**src/rtl/core/sbfr_pkg.sv**
```systemverilog
package sbfr_pkg;

	localparam int BANDS_DEF = 32;
	localparam int ROWS_DEF  = 32;
	localparam int ROWS_MAX  = 64;

	localparam int COL_W   = 5;
	localparam int LEVEL_W = 16;
	localparam int DT_W    = 16;
	localparam int ACC_W   = 16;
	localparam int HUE_W   = 16;
	localparam int PIX_W   = 8;

	// lit count never exceeds ROWS-1
	localparam int LIT_W = $clog2(ROWS_MAX);

	localparam logic [ACC_W-1:0] FALL_ACCEL_RST = 16'd1;
	localparam logic [PIX_W-1:0] PIX_FULL       = 8'hFF;
	localparam logic [PIX_W-1:0] PIX_DARK       = 8'h00;

	localparam int Q_DEPTH = 2;

	typedef struct packed {
		logic [COL_W-1:0] column;
		logic [LIT_W-1:0] lit;
		logic             frame_start;
	} col_job_t;

	// c mod 255: 2^8 == 1 (mod 255), so hi + lo, then at most two subtracts
	function automatic logic [PIX_W-1:0] hue_mod(input logic [HUE_W-1:0] c);
		logic [8:0] m;
		m = {1'b0, c[15:8]} + {1'b0, c[7:0]};
		if (m >= 9'd255) begin
			m = m - 9'd255;
		end
		if (m >= 9'd255) begin
			m = m - 9'd255;
		end
		return m[7:0];
	endfunction

endpackage

```
**src/rtl/core/sbfr_front.sv**
```systemverilog
module sbfr_front
	import sbfr_pkg::*;
#(
	parameter int BANDS = BANDS_DEF,
	parameter int ROWS  = ROWS_DEF
) (
	input  logic               clk,
	input  logic               arst_n,
	input  logic [ACC_W-1:0]   fall_accel,
	input  logic               in_valid,
	output logic               in_ready,
	input  logic [COL_W-1:0]   band,
	input  logic [LEVEL_W-1:0] level,
	input  logic [DT_W-1:0]    step_time,
	input  logic               frame_start,
	output logic               push_valid,
	input  logic               push_ready,
	output col_job_t           push_data
);

	localparam int BW = (BANDS > 1) ? $clog2(BANDS) : 1;

	localparam logic [2:0] S_IDLE = 3'd0;
	localparam logic [2:0] S_RD   = 3'd1;
	localparam logic [2:0] S_VEL  = 3'd2;
	localparam logic [2:0] S_POS  = 3'd3;
	localparam logic [2:0] S_UPD  = 3'd4;
	localparam logic [2:0] S_LIT  = 3'd5;

	logic [2:0]         state_q;
	logic [COL_W-1:0]   band_q;
	logic [BW-1:0]      addr_q;
	logic [LEVEL_W-1:0] level_q;
	logic [DT_W-1:0]    dt_q;
	logic               fs_q;
	logic [31:0]        h_q;
	logic [31:0]        v_q;
	logic [15:0]        dv_q;
	logic [31:0]        step_q;
	logic [BANDS-1:0]   valid_q;

	// band state: {height, velocity}
	logic [63:0] mem [BANDS];
	logic [63:0] rdata_s1;

	logic               accept;
	logic               in_range;
	logic [BW+COL_W-1:0] band_ext;
	logic [BW-1:0]      rd_addr;
	logic               mem_we;
	logic [63:0]        mem_wdata;
	logic [31:0]        dv_prod;
	logic [32:0]        vdiff;
	logic [31:0]        vsat;
	logic [48:0]        vstep_prod;
	logic signed [33:0] hsum;
	logic signed [33:0] lev;
	logic signed [33:0] hsel;
	logic [31:0]        vsel;
	logic [31:0]        hnew;
	logic [31:0]        vnew;
	logic [37:0]        h60;
	logic [9:0]         lit_raw;

	assign in_ready = (state_q == S_IDLE);
	assign accept   = in_valid && in_ready;
	assign in_range = ({2'b00, band} < 7'(BANDS));
	assign band_ext = (BW + COL_W)'(band);
	assign rd_addr  = band_ext[BW-1:0];

	assign dv_prod = fall_accel * dt_q;

	always_comb begin
		vdiff = {v_q[31], v_q} - {17'b0, dv_q};
		if (vdiff[32] != vdiff[31]) begin
			vsat = 32'h8000_0000;
		end else begin
			vsat = vdiff[31:0];
		end
	end

	assign vstep_prod = $signed(v_q) * $signed({1'b0, dt_q});

	always_comb begin
		hsum = $signed({2'b00, h_q}) + $signed({{2{step_q[31]}}, step_q});
		lev  = $signed({2'b00, level_q, 16'b0});
		hsel = hsum;
		vsel = v_q;
		if (lev > hsum) begin
			hsel = lev;
			vsel = '0;
		end
		if (hsel <= 34'sd0) begin
			hnew = '0;
			vnew = '0;
		end else if (hsel > $signed({2'b00, 32'hFFFF_FFFF})) begin
			hnew = 32'hFFFF_FFFF;
			vnew = vsel;
		end else begin
			hnew = hsel[31:0];
			vnew = vsel;
		end
	end

	assign mem_we    = (state_q == S_UPD);
	assign mem_wdata = {hnew, vnew};

	always_ff @(posedge clk) begin
		if (mem_we) begin
			mem[addr_q] <= mem_wdata;
		end
		if (accept && in_range) begin
			rdata_s1 <= mem[rd_addr];
		end
	end

	// 60*h = 64*h - 4*h
	assign h60     = {h_q, 6'b0} - {4'b0, h_q, 2'b0};
	assign lit_raw = h60[37:28];

	always_comb begin
		push_data.column      = band_q;
		push_data.frame_start = fs_q;
		if (lit_raw >= 10'(ROWS)) begin
			push_data.lit = LIT_W'(ROWS - 1);
		end else begin
			push_data.lit = lit_raw[LIT_W-1:0];
		end
	end
	assign push_valid = (state_q == S_LIT);

	always_ff @(posedge clk or negedge arst_n) begin
		if (!arst_n) begin
			state_q <= S_IDLE;
			valid_q <= '0;
		end else begin
			case (state_q)
				S_IDLE: begin
					if (accept && in_range) begin
						state_q <= S_RD;
					end
				end
				S_RD:  state_q <= S_VEL;
				S_VEL: state_q <= S_POS;
				S_POS: state_q <= S_UPD;
				S_UPD: begin
					valid_q[addr_q] <= 1'b1;
					state_q         <= S_LIT;
				end
				S_LIT: begin
					if (push_ready) begin
						state_q <= S_IDLE;
					end
				end
				default: state_q <= S_IDLE;
			endcase
		end
	end

	always_ff @(posedge clk) begin
		case (state_q)
			S_IDLE: begin
				if (accept) begin
					band_q  <= band;
					addr_q  <= rd_addr;
					level_q <= level;
					dt_q    <= step_time;
					fs_q    <= frame_start;
				end
			end
			S_RD: begin
				h_q  <= valid_q[addr_q] ? rdata_s1[63:32] : 32'b0;
				v_q  <= valid_q[addr_q] ? rdata_s1[31:0] : 32'b0;
				dv_q <= dv_prod[31:16];
			end
			S_VEL: v_q <= vsat;
			S_POS: step_q <= vstep_prod[47:16];
			S_UPD: h_q <= hnew;
			default: ;
		endcase
	end

	assert property (@(posedge clk) disable iff (!arst_n)
		push_valid && push_ready |=> in_ready)
	else $error("front did not return to idle after handing off a column");

	assert property (@(posedge clk) disable iff (!arst_n)
		mem_we |=> valid_q[$past(addr_q)])
	else $error("band state written without its valid bit");

	assert property (@(posedge clk) disable iff (!arst_n)
		push_valid |-> (32'(push_data.lit) < 32'(ROWS)))
	else $error("lit count reaches the top row");

endmodule

```
**src/rtl/core/sbfr_queue.sv**
```systemverilog
module sbfr_queue
	import sbfr_pkg::*;
(
	input  logic     clk,
	input  logic     arst_n,
	input  logic     push_valid,
	output logic     push_ready,
	input  col_job_t push_data,
	output logic     pop_valid,
	input  logic     pop_ready,
	output col_job_t pop_data
);

	localparam int AW = (Q_DEPTH > 1) ? $clog2(Q_DEPTH) : 1;
	localparam int CW = $clog2(Q_DEPTH + 1);

	col_job_t        slot_q [Q_DEPTH];
	logic [AW-1:0]   wr_ptr_q;
	logic [AW-1:0]   rd_ptr_q;
	logic [CW-1:0]   count_q;
	logic            push;
	logic            pop;

	assign push_ready = (count_q != CW'(Q_DEPTH));
	assign pop_valid  = (count_q != '0);
	assign pop_data   = slot_q[rd_ptr_q];
	assign push       = push_valid && push_ready;
	assign pop        = pop_valid && pop_ready;

	always_ff @(posedge clk) begin
		if (push) begin
			slot_q[wr_ptr_q] <= push_data;
		end
	end

	always_ff @(posedge clk or negedge arst_n) begin
		if (!arst_n) begin
			wr_ptr_q <= '0;
			rd_ptr_q <= '0;
			count_q  <= '0;
		end else begin
			if (push) begin
				wr_ptr_q <= (wr_ptr_q == AW'(Q_DEPTH - 1)) ? '0 : wr_ptr_q + 1'b1;
			end
			if (pop) begin
				rd_ptr_q <= (rd_ptr_q == AW'(Q_DEPTH - 1)) ? '0 : rd_ptr_q + 1'b1;
			end
			if (push && !pop) begin
				count_q <= count_q + 1'b1;
			end else if (pop && !push) begin
				count_q <= count_q - 1'b1;
			end
		end
	end

	assert property (@(posedge clk) disable iff (!arst_n)
		count_q <= CW'(Q_DEPTH))
	else $error("queue count past depth");

endmodule

```
**src/rtl/core/sbfr_back.sv**
```systemverilog
module sbfr_back
	import sbfr_pkg::*;
#(
	parameter int ROWS = ROWS_DEF
) (
	input  logic             clk,
	input  logic             arst_n,
	input  logic             pop_valid,
	output logic             pop_ready,
	input  col_job_t         pop_data,
	output logic             out_valid,
	input  logic             out_ready,
	output logic [COL_W-1:0] out_column,
	output logic [COL_W-1:0] out_row,
	output logic [PIX_W-1:0] out_hue,
	output logic [PIX_W-1:0] out_brightness,
	output logic             out_last
);

	localparam int CW = (ROWS > 1) ? $clog2(ROWS) : 1;

	logic                active_q;
	logic [CW-1:0]       row_q;
	logic [LIT_W-1:0]    lit_q;
	logic [COL_W-1:0]    col_q;
	logic [HUE_W-1:0]    hue_q;
	logic                out_valid_q;
	logic [COL_W-1:0]    out_col_q;
	logic [COL_W-1:0]    out_row_q;
	logic [PIX_W-1:0]    out_hue_q;
	logic [PIX_W-1:0]    out_bri_q;
	logic                out_last_q;

	logic                emit;
	logic                lit_px;
	logic                top_row;
	logic [CW+COL_W-1:0] row_ext;

	assign pop_ready = !active_q;
	assign emit      = active_q && (!out_valid_q || out_ready);
	assign lit_px    = (LIT_W'(row_q) < lit_q);
	assign top_row   = (row_q == CW'(ROWS - 1));
	assign row_ext   = (CW + COL_W)'(row_q);

	always_ff @(posedge clk or negedge arst_n) begin
		if (!arst_n) begin
			active_q    <= 1'b0;
			out_valid_q <= 1'b0;
			hue_q       <= '0;
			row_q       <= '0;
		end else begin
			if (pop_valid && pop_ready) begin
				active_q <= 1'b1;
				row_q    <= '0;
				if (pop_data.frame_start) begin
					hue_q <= '0;
				end
			end else if (emit) begin
				if (lit_px) begin
					hue_q <= hue_q + 1'b1;
				end
				if (top_row) begin
					active_q <= 1'b0;
				end else begin
					row_q <= row_q + 1'b1;
				end
			end
			if (emit) begin
				out_valid_q <= 1'b1;
			end else if (out_ready) begin
				out_valid_q <= 1'b0;
			end
		end
	end

	always_ff @(posedge clk) begin
		if (pop_valid && pop_ready) begin
			lit_q <= pop_data.lit;
			col_q <= pop_data.column;
		end
		if (emit) begin
			out_col_q  <= col_q;
			out_row_q  <= row_ext[COL_W-1:0];
			out_hue_q  <= lit_px ? hue_mod(hue_q) : PIX_DARK;
			out_bri_q  <= lit_px ? PIX_FULL : PIX_DARK;
			out_last_q <= top_row;
		end
	end

	assign out_valid      = out_valid_q;
	assign out_column     = out_col_q;
	assign out_row        = out_row_q;
	assign out_hue        = out_hue_q;
	assign out_brightness = out_bri_q;
	assign out_last       = out_last_q;

	assert property (@(posedge clk) disable iff (!arst_n)
		out_valid_q && out_last_q |-> (out_bri_q == PIX_DARK))
	else $error("top row lit");

	assert property (@(posedge clk) disable iff (!arst_n)
		out_valid_q |-> (out_hue_q != 8'hFF))
	else $error("hue out of range");

	assert property (@(posedge clk) disable iff (!arst_n)
		pop_valid && pop_ready |-> !out_valid_q || !active_q)
	else $error("new column taken while one is still being drawn");

endmodule

```
**src/rtl/core/spectrum_bar_falloff_render.sv**
```systemverilog
// Spectrum bar renderer with gravity falloff. Each input item names one band, its new
// level (4.12), the frame time step (0.16 s) and, in tuser, a frame-start flag that clears
// the hue counter. The band's stored height and velocity are advanced (velocity falls by
// fall_accel*dt, height moves by velocity*dt, a higher level snaps the bar up, the bar
// floors at zero) and one column of ROWS pixels comes out, bottom row first, with tlast
// on the top row. Rows below floor(60*height), capped at ROWS-1, are lit at full value
// with hue = running counter mod 255; all other rows are dark. Items whose band is not
// below BANDS are taken and dropped with no output and no state change. The emitter draws
// one pixel a cycle unless the output stalls, taking a new column after the top row; the
// band update walks read, velocity, position, update and hand-off for each item and runs
// ahead of the emitter through a 2-entry queue. fall_accel (reset 1) is written through
// the cfg channel, which is always ready; write it only while the block is idle.
module spectrum_bar_falloff_render
	import sbfr_pkg::*;
#(
	parameter int BANDS = BANDS_DEF,
	parameter int ROWS  = ROWS_DEF
) (
	input  logic              clk,
	input  logic              arst_n,

	// config: fall_accel, 2^-28 height/s^2 units
	input  logic              cfg_valid,
	output logic              cfg_ready,
	input  logic [ACC_W-1:0]  cfg_data,

	input  logic              s_axis_tvalid,
	output logic              s_axis_tready,
	// [4:0] band, [20:5] level, [36:21] step_time, [39:37] zero
	input  logic [39:0]       s_axis_tdata,
	// [0] frame_start
	input  logic              s_axis_tuser,

	output logic              m_axis_tvalid,
	input  logic              m_axis_tready,
	// [4:0] column, [9:5] row, [17:10] hue, [25:18] saturation,
	// [33:26] brightness, [39:34] zero
	output logic [39:0]       m_axis_tdata,
	output logic              m_axis_tlast
);

	logic [ACC_W-1:0] fall_accel_q;

	logic             push_valid;
	logic             push_ready;
	col_job_t         push_data;
	logic             pop_valid;
	logic             pop_ready;
	col_job_t         pop_data;

	logic [COL_W-1:0] px_column;
	logic [COL_W-1:0] px_row;
	logic [PIX_W-1:0] px_hue;
	logic [PIX_W-1:0] px_brightness;

	// single config register, always writable
	assign cfg_ready = 1'b1;

	always_ff @(posedge clk or negedge arst_n) begin
		if (!arst_n) begin
			fall_accel_q <= FALL_ACCEL_RST;
		end else if (cfg_valid && cfg_ready) begin
			fall_accel_q <= cfg_data;
		end
	end

	// front: takes items, runs the band physics, queues {column, lit count, frame_start}
	sbfr_front #(
		.BANDS (BANDS),
		.ROWS  (ROWS)
	) u_front (
		.clk         (clk),
		.arst_n      (arst_n),
		.fall_accel  (fall_accel_q),
		.in_valid    (s_axis_tvalid),
		.in_ready    (s_axis_tready),
		.band        (s_axis_tdata[4:0]),
		.level       (s_axis_tdata[20:5]),
		.step_time   (s_axis_tdata[36:21]),
		.frame_start (s_axis_tuser),
		.push_valid  (push_valid),
		.push_ready  (push_ready),
		.push_data   (push_data)
	);

	sbfr_queue u_queue (
		.clk        (clk),
		.arst_n     (arst_n),
		.push_valid (push_valid),
		.push_ready (push_ready),
		.push_data  (push_data),
		.pop_valid  (pop_valid),
		.pop_ready  (pop_ready),
		.pop_data   (pop_data)
	);

	// back: owns the hue counter and draws one pixel per cycle into the output register while the output is not stalled
	sbfr_back #(
		.ROWS (ROWS)
	) u_back (
		.clk            (clk),
		.arst_n         (arst_n),
		.pop_valid      (pop_valid),
		.pop_ready      (pop_ready),
		.pop_data       (pop_data),
		.out_valid      (m_axis_tvalid),
		.out_ready      (m_axis_tready),
		.out_column     (px_column),
		.out_row        (px_row),
		.out_hue        (px_hue),
		.out_brightness (px_brightness),
		.out_last       (m_axis_tlast)
	);

	assign m_axis_tdata = {6'b0, px_brightness, PIX_FULL, px_hue, px_row, px_column};

endmodule

```
**config.mk**
```make
export PLATFORM = sky130hd
export DESIGN_NAME = spectrum_bar_falloff_render
export DESIGN_NICKNAME = d
export VERILOG_FILES = /design/src/rtl/core/sbfr_pkg.sv /design/src/rtl/core/sbfr_front.sv /design/src/rtl/core/sbfr_queue.sv /design/src/rtl/core/sbfr_back.sv /design/src/rtl/core/spectrum_bar_falloff_render.sv
export SDC_FILE = /design/constraint.sdc
export NUM_CORES = 2
export LEC_CHECK = 0
export ABC_AREA = 1
export BUFFER_PORTS_ARGS = -buffer_cell sky130_fd_sc_hd__buf_2
export CAP_MARGIN = 10
export CELL_PAD_IN_SITES_DETAIL_PLACEMENT = 1
export CELL_PAD_IN_SITES_GLOBAL_PLACEMENT = 1
export CORE_UTILIZATION = 25
export CTS_CLUSTER_DIAMETER = 100
export CTS_CLUSTER_SIZE = 40
export DETAILED_ROUTE_END_ITERATION = 10
export PLACE_DENSITY = 0.43
export SLEW_MARGIN = 20
export SYNTH_ARGS = -nofsm -noshare
export SYNTH_HDL_FRONTEND = slang
export SYNTH_HIERARCHICAL = 1
export SYNTH_SLANG_ARGS = --single-unit
```
**constraint.sdc**
```tcl
create_clock -name clk -period 8.8 [get_ports clk]
set_input_delay 0.44 -clock clk [delete_from_list [all_inputs] [get_ports clk]]
set_output_delay 0.44 -clock clk [all_outputs]
set_load 0.02 [all_outputs]
```
==> out/metrics.cfg <==
[synthesis]
async_flop_share_pct=3.26
synth_edf_count=2317
ys_types=70
syn-cell-area_um2=125000
ys_ff_latch=2395
syn_inst=11400
yosysSeqAreaShare_pct=57.2
yosysWarnings=6
yosys_most_used_dff=edfxtp_1
syn_avg_cell_area_um2=11.0

[global_routing]
grt_pass1_wl_um=659000
antenna_found_initial=41
track_usage_pct=18.0
grt_max_degree=187
gr-total-overflow=0
grt_pass1_vias=91700

[worst_hold_path]
hp-class=in2reg
min_path_cells=3

[route]
via_count=85300
wire_per_inst_um=25.6
dr.pass1.iters=8
drc_errors=14
wl_um=461000
vias_per_cell=4.74
ant_nets=0
drtIter0Drc=5775

[setup_path]
crit_top_cell=nand2_1
cp-start-kind=flip-flop
cp_max_fo=34
r2r_cells=31
worstPathRequired_ns=9.43
cpPeakStageDelay_ns=0.73
worstSetupPathType=reg2reg
crit_arrival_ns=8.21
cp_slowest_cell=nand3_4
end_kind=flip-flop

[clock_tree]
cts_buffer_depth=4
numCtsBuffers=112
htree_levels=3
ctsResizeCount=0
cts_tree=built
clock-root-buffer=clkbuf_16
post_cts_buffers=0
cts_sinks=2395
clk_pin_slew_worst_paths_ns=0.13
clk_latency_ns=1.00

[placed_design]
routabilityCongestion=0.786
dp_hpwl_um=280000
port_buffers=87

[timing]
worst_pin_slew_ns=1.21
slew_violations=0
fin_tns_setup_ns=0
clock_skew_ns=0.179
timing.hold.ws_ns=0.131
fin_crit_sh_pct=86.1
rsz0062_at_grt=no
min_period_ns=7.58
setup_viol=0
slew-limit-headroom_pct=18.4
timing.fmax_mhz=132
hold_violations=0

[job]
drv_cap=0

[outcome]
status=complete, but fails checks
violations=DRC

[floorplan]
die_width_um=709
rows=259
core_area_um2=498000
start_util_pct=25.1
die_h_um=709
ioPinCount=106
dieArea_um2=503000

[finish]
syn_to_final_growth_pct=11.0
drive_above_1_share_pct=6.74
final_nets=12300

==> metrics by stage <==
| stage | setup slack [ns] | utilization, % | cell area [µm²] | cells |
|---|---|---|---|---|
| final | 1.22 | 27.9 | 139000 | 18000 |
| after global routing | 0.637 | 27.9 | 139000 | 18000 |
| after CTS | 1.16 | 27.9 | 139000 | 18000 |
| after detailed placement | 1.10 | 26.9 | 134000 | 17700 |
| after global placement | 1.05 | 26.9 | 134000 | 17700 |
| after floorplan | 2.64 | - | 125000 | 11400 |
==> placed cells by master (no fill, tap or decap), types with 32 or more instances in the layout <==
| cell type | netlist | layout |
|---|---|---|
| nand2_2 | 48 | 51 |
| a21oi_1 | 240 | 235 |
| dfrtp_1 | 77 | 77 |
| buf_12 | 1 | 32 |
| nor2_4 | 2 | 36 |
| nor2_1 | 1466 | 1428 |
| inv_2 | 52 | 50 |
| nand2_1 | 1559 | 1556 |
| o221ai_1 | 53 | 53 |
| a31oi_1 | 35 | 32 |
| ha_1 | 325 | 325 |
| xor2_1 | 62 | 62 |
| xnor2_1 | 38 | 38 |
| buf_4 | 26 | 205 |
| clkbuf_16 | 0 | 114 |
| buf_2 | 3 | 81 |
| inv_1 | 1355 | 1354 |
| o21ai_0 | 1370 | 1363 |
| nand3_1 | 202 | 198 |
| nor3_1 | 44 | 44 |
| o22ai_1 | 560 | 560 |
| fa_1 | 678 | 678 |
| edfxtp_1 | 2317 | 2317 |
| dlygate4sd3_1 | 0 | 72 |
==> state kept, by name, indices dropped and copies added (netlist names), 5 cells and up <==
name,cells
u_front/v_q,32
u_front/dt_q,16
u_front/rdata_s1,64
u_front/h_q,32
u_front/level_q,16
u_back/out_hue,8
u_back/lit_q,6
u_front/mem,2048
u_back/col_q,5
u_back/out_row,5
u_back/hue_q,16
u_front/valid_q,32
u_front/step_q,32
u_front/addr_q,5
u_front/dv_q,16
u_queue/slot_q,24
fall_accel_q,16
u_back/out_column,5
u_back/row_q,5
==> logic make-up after synthesis <==
group	Yosys count	share of synthesized area [%]
flops	2395	57.2
other cells	3	0.00901
xor+xnor	101	0.714
compound gates	2373	10.5
fa+ha+maj	1003	14.1
simple gates	3429	11.0
buf+inv	2087	6.43
==> path summary, 6_finish.rpt <==
check,endpoint,startpoint,slack (ns)
hold reg to reg,u_back/out_column[3],u_back/col_q[3],0.44
max in group asynchronous,u_front/valid_q[26],arst_n,6.67
min in group asynchronous,u_front/valid_q[0],arst_n,0.54
hold / removal,u_front/rdata_s1[61],s_axis_tdata[4],0.13
setup / recovery,u_front/mem[4][25],u_front/h_q[7],1.22
setup reg to reg,u_front/mem[4][25],u_front/h_q[7],1.22
==> synthesized netlist by cell type (35+ instances only) <==
master    instances  area share, %
edfxtp_1       2317             56
nand2_1        1559            4.7
nor2_1         1466            4.4
o21ai_0        1370            5.5
inv_1          1355            4.1
fa_1            678             11
clkbuf_1        580            1.7
o22ai_1         560            2.8
ha_1            325            3.3
a21oi_1         240           0.96
nand3_1         202           0.81
dfrtp_1          77            1.5
xor2_1           62           0.43
buf_1            55           0.17
o221ai_1         53           0.37
inv_2            52           0.16
nand2_2          48           0.24
nor3_1           44           0.18
xnor2_1          38           0.27
a31oi_1          35           0.18
==> critical path: cells and delay by family (launching register included) <==
family / cells / cell delay [ns]
buf+inv: 3 / 0.46
compound gates: 4 / 0.95
fa+ha+maj: 2 / 0.73
simple gates: 22 / 4.51
flops: 1 / 0.49
==> metal layers <==
| metal | global-route usage [%] | up-vias | part of all wire, % |
|---|---|---|---|
| met5 | 0.269 | - | 0.065 |
| met4 | 4.38 | 18 | 2.6 |
| met3 | 2.34 | 448 | 4.0 |
| met2 | 31.1 | 1346 | 49 |
| met1 | 23.8 | 45300 | 45 |
| li1 | - | 38200 | - |
==> cell type report <==
type | instances | area, µm²
Timing Repair Buffer | 400 | 3450
Clock buffer | 114 | 2850
Fill cell | 55300 | 359000
Sequential cell | 2395 | 71500
Multi-Input combinational cell | 6922 | 45900
Antenna cell | 8 | 20.0
Clock inverter | 92 | 1350
Tap cell | 6655 | 8330
Inverter | 1412 | 5340
==> repair_timing <==
action                                  4_1_cts  5_1_grt
endpoints found under the setup margin        0        0
hold endpoints to repair                     97        0
hold buffers                                 72        0
Power is not shown: default switching activity piles up to over one toggle a cycle in this logic, so the estimate is an artifact.
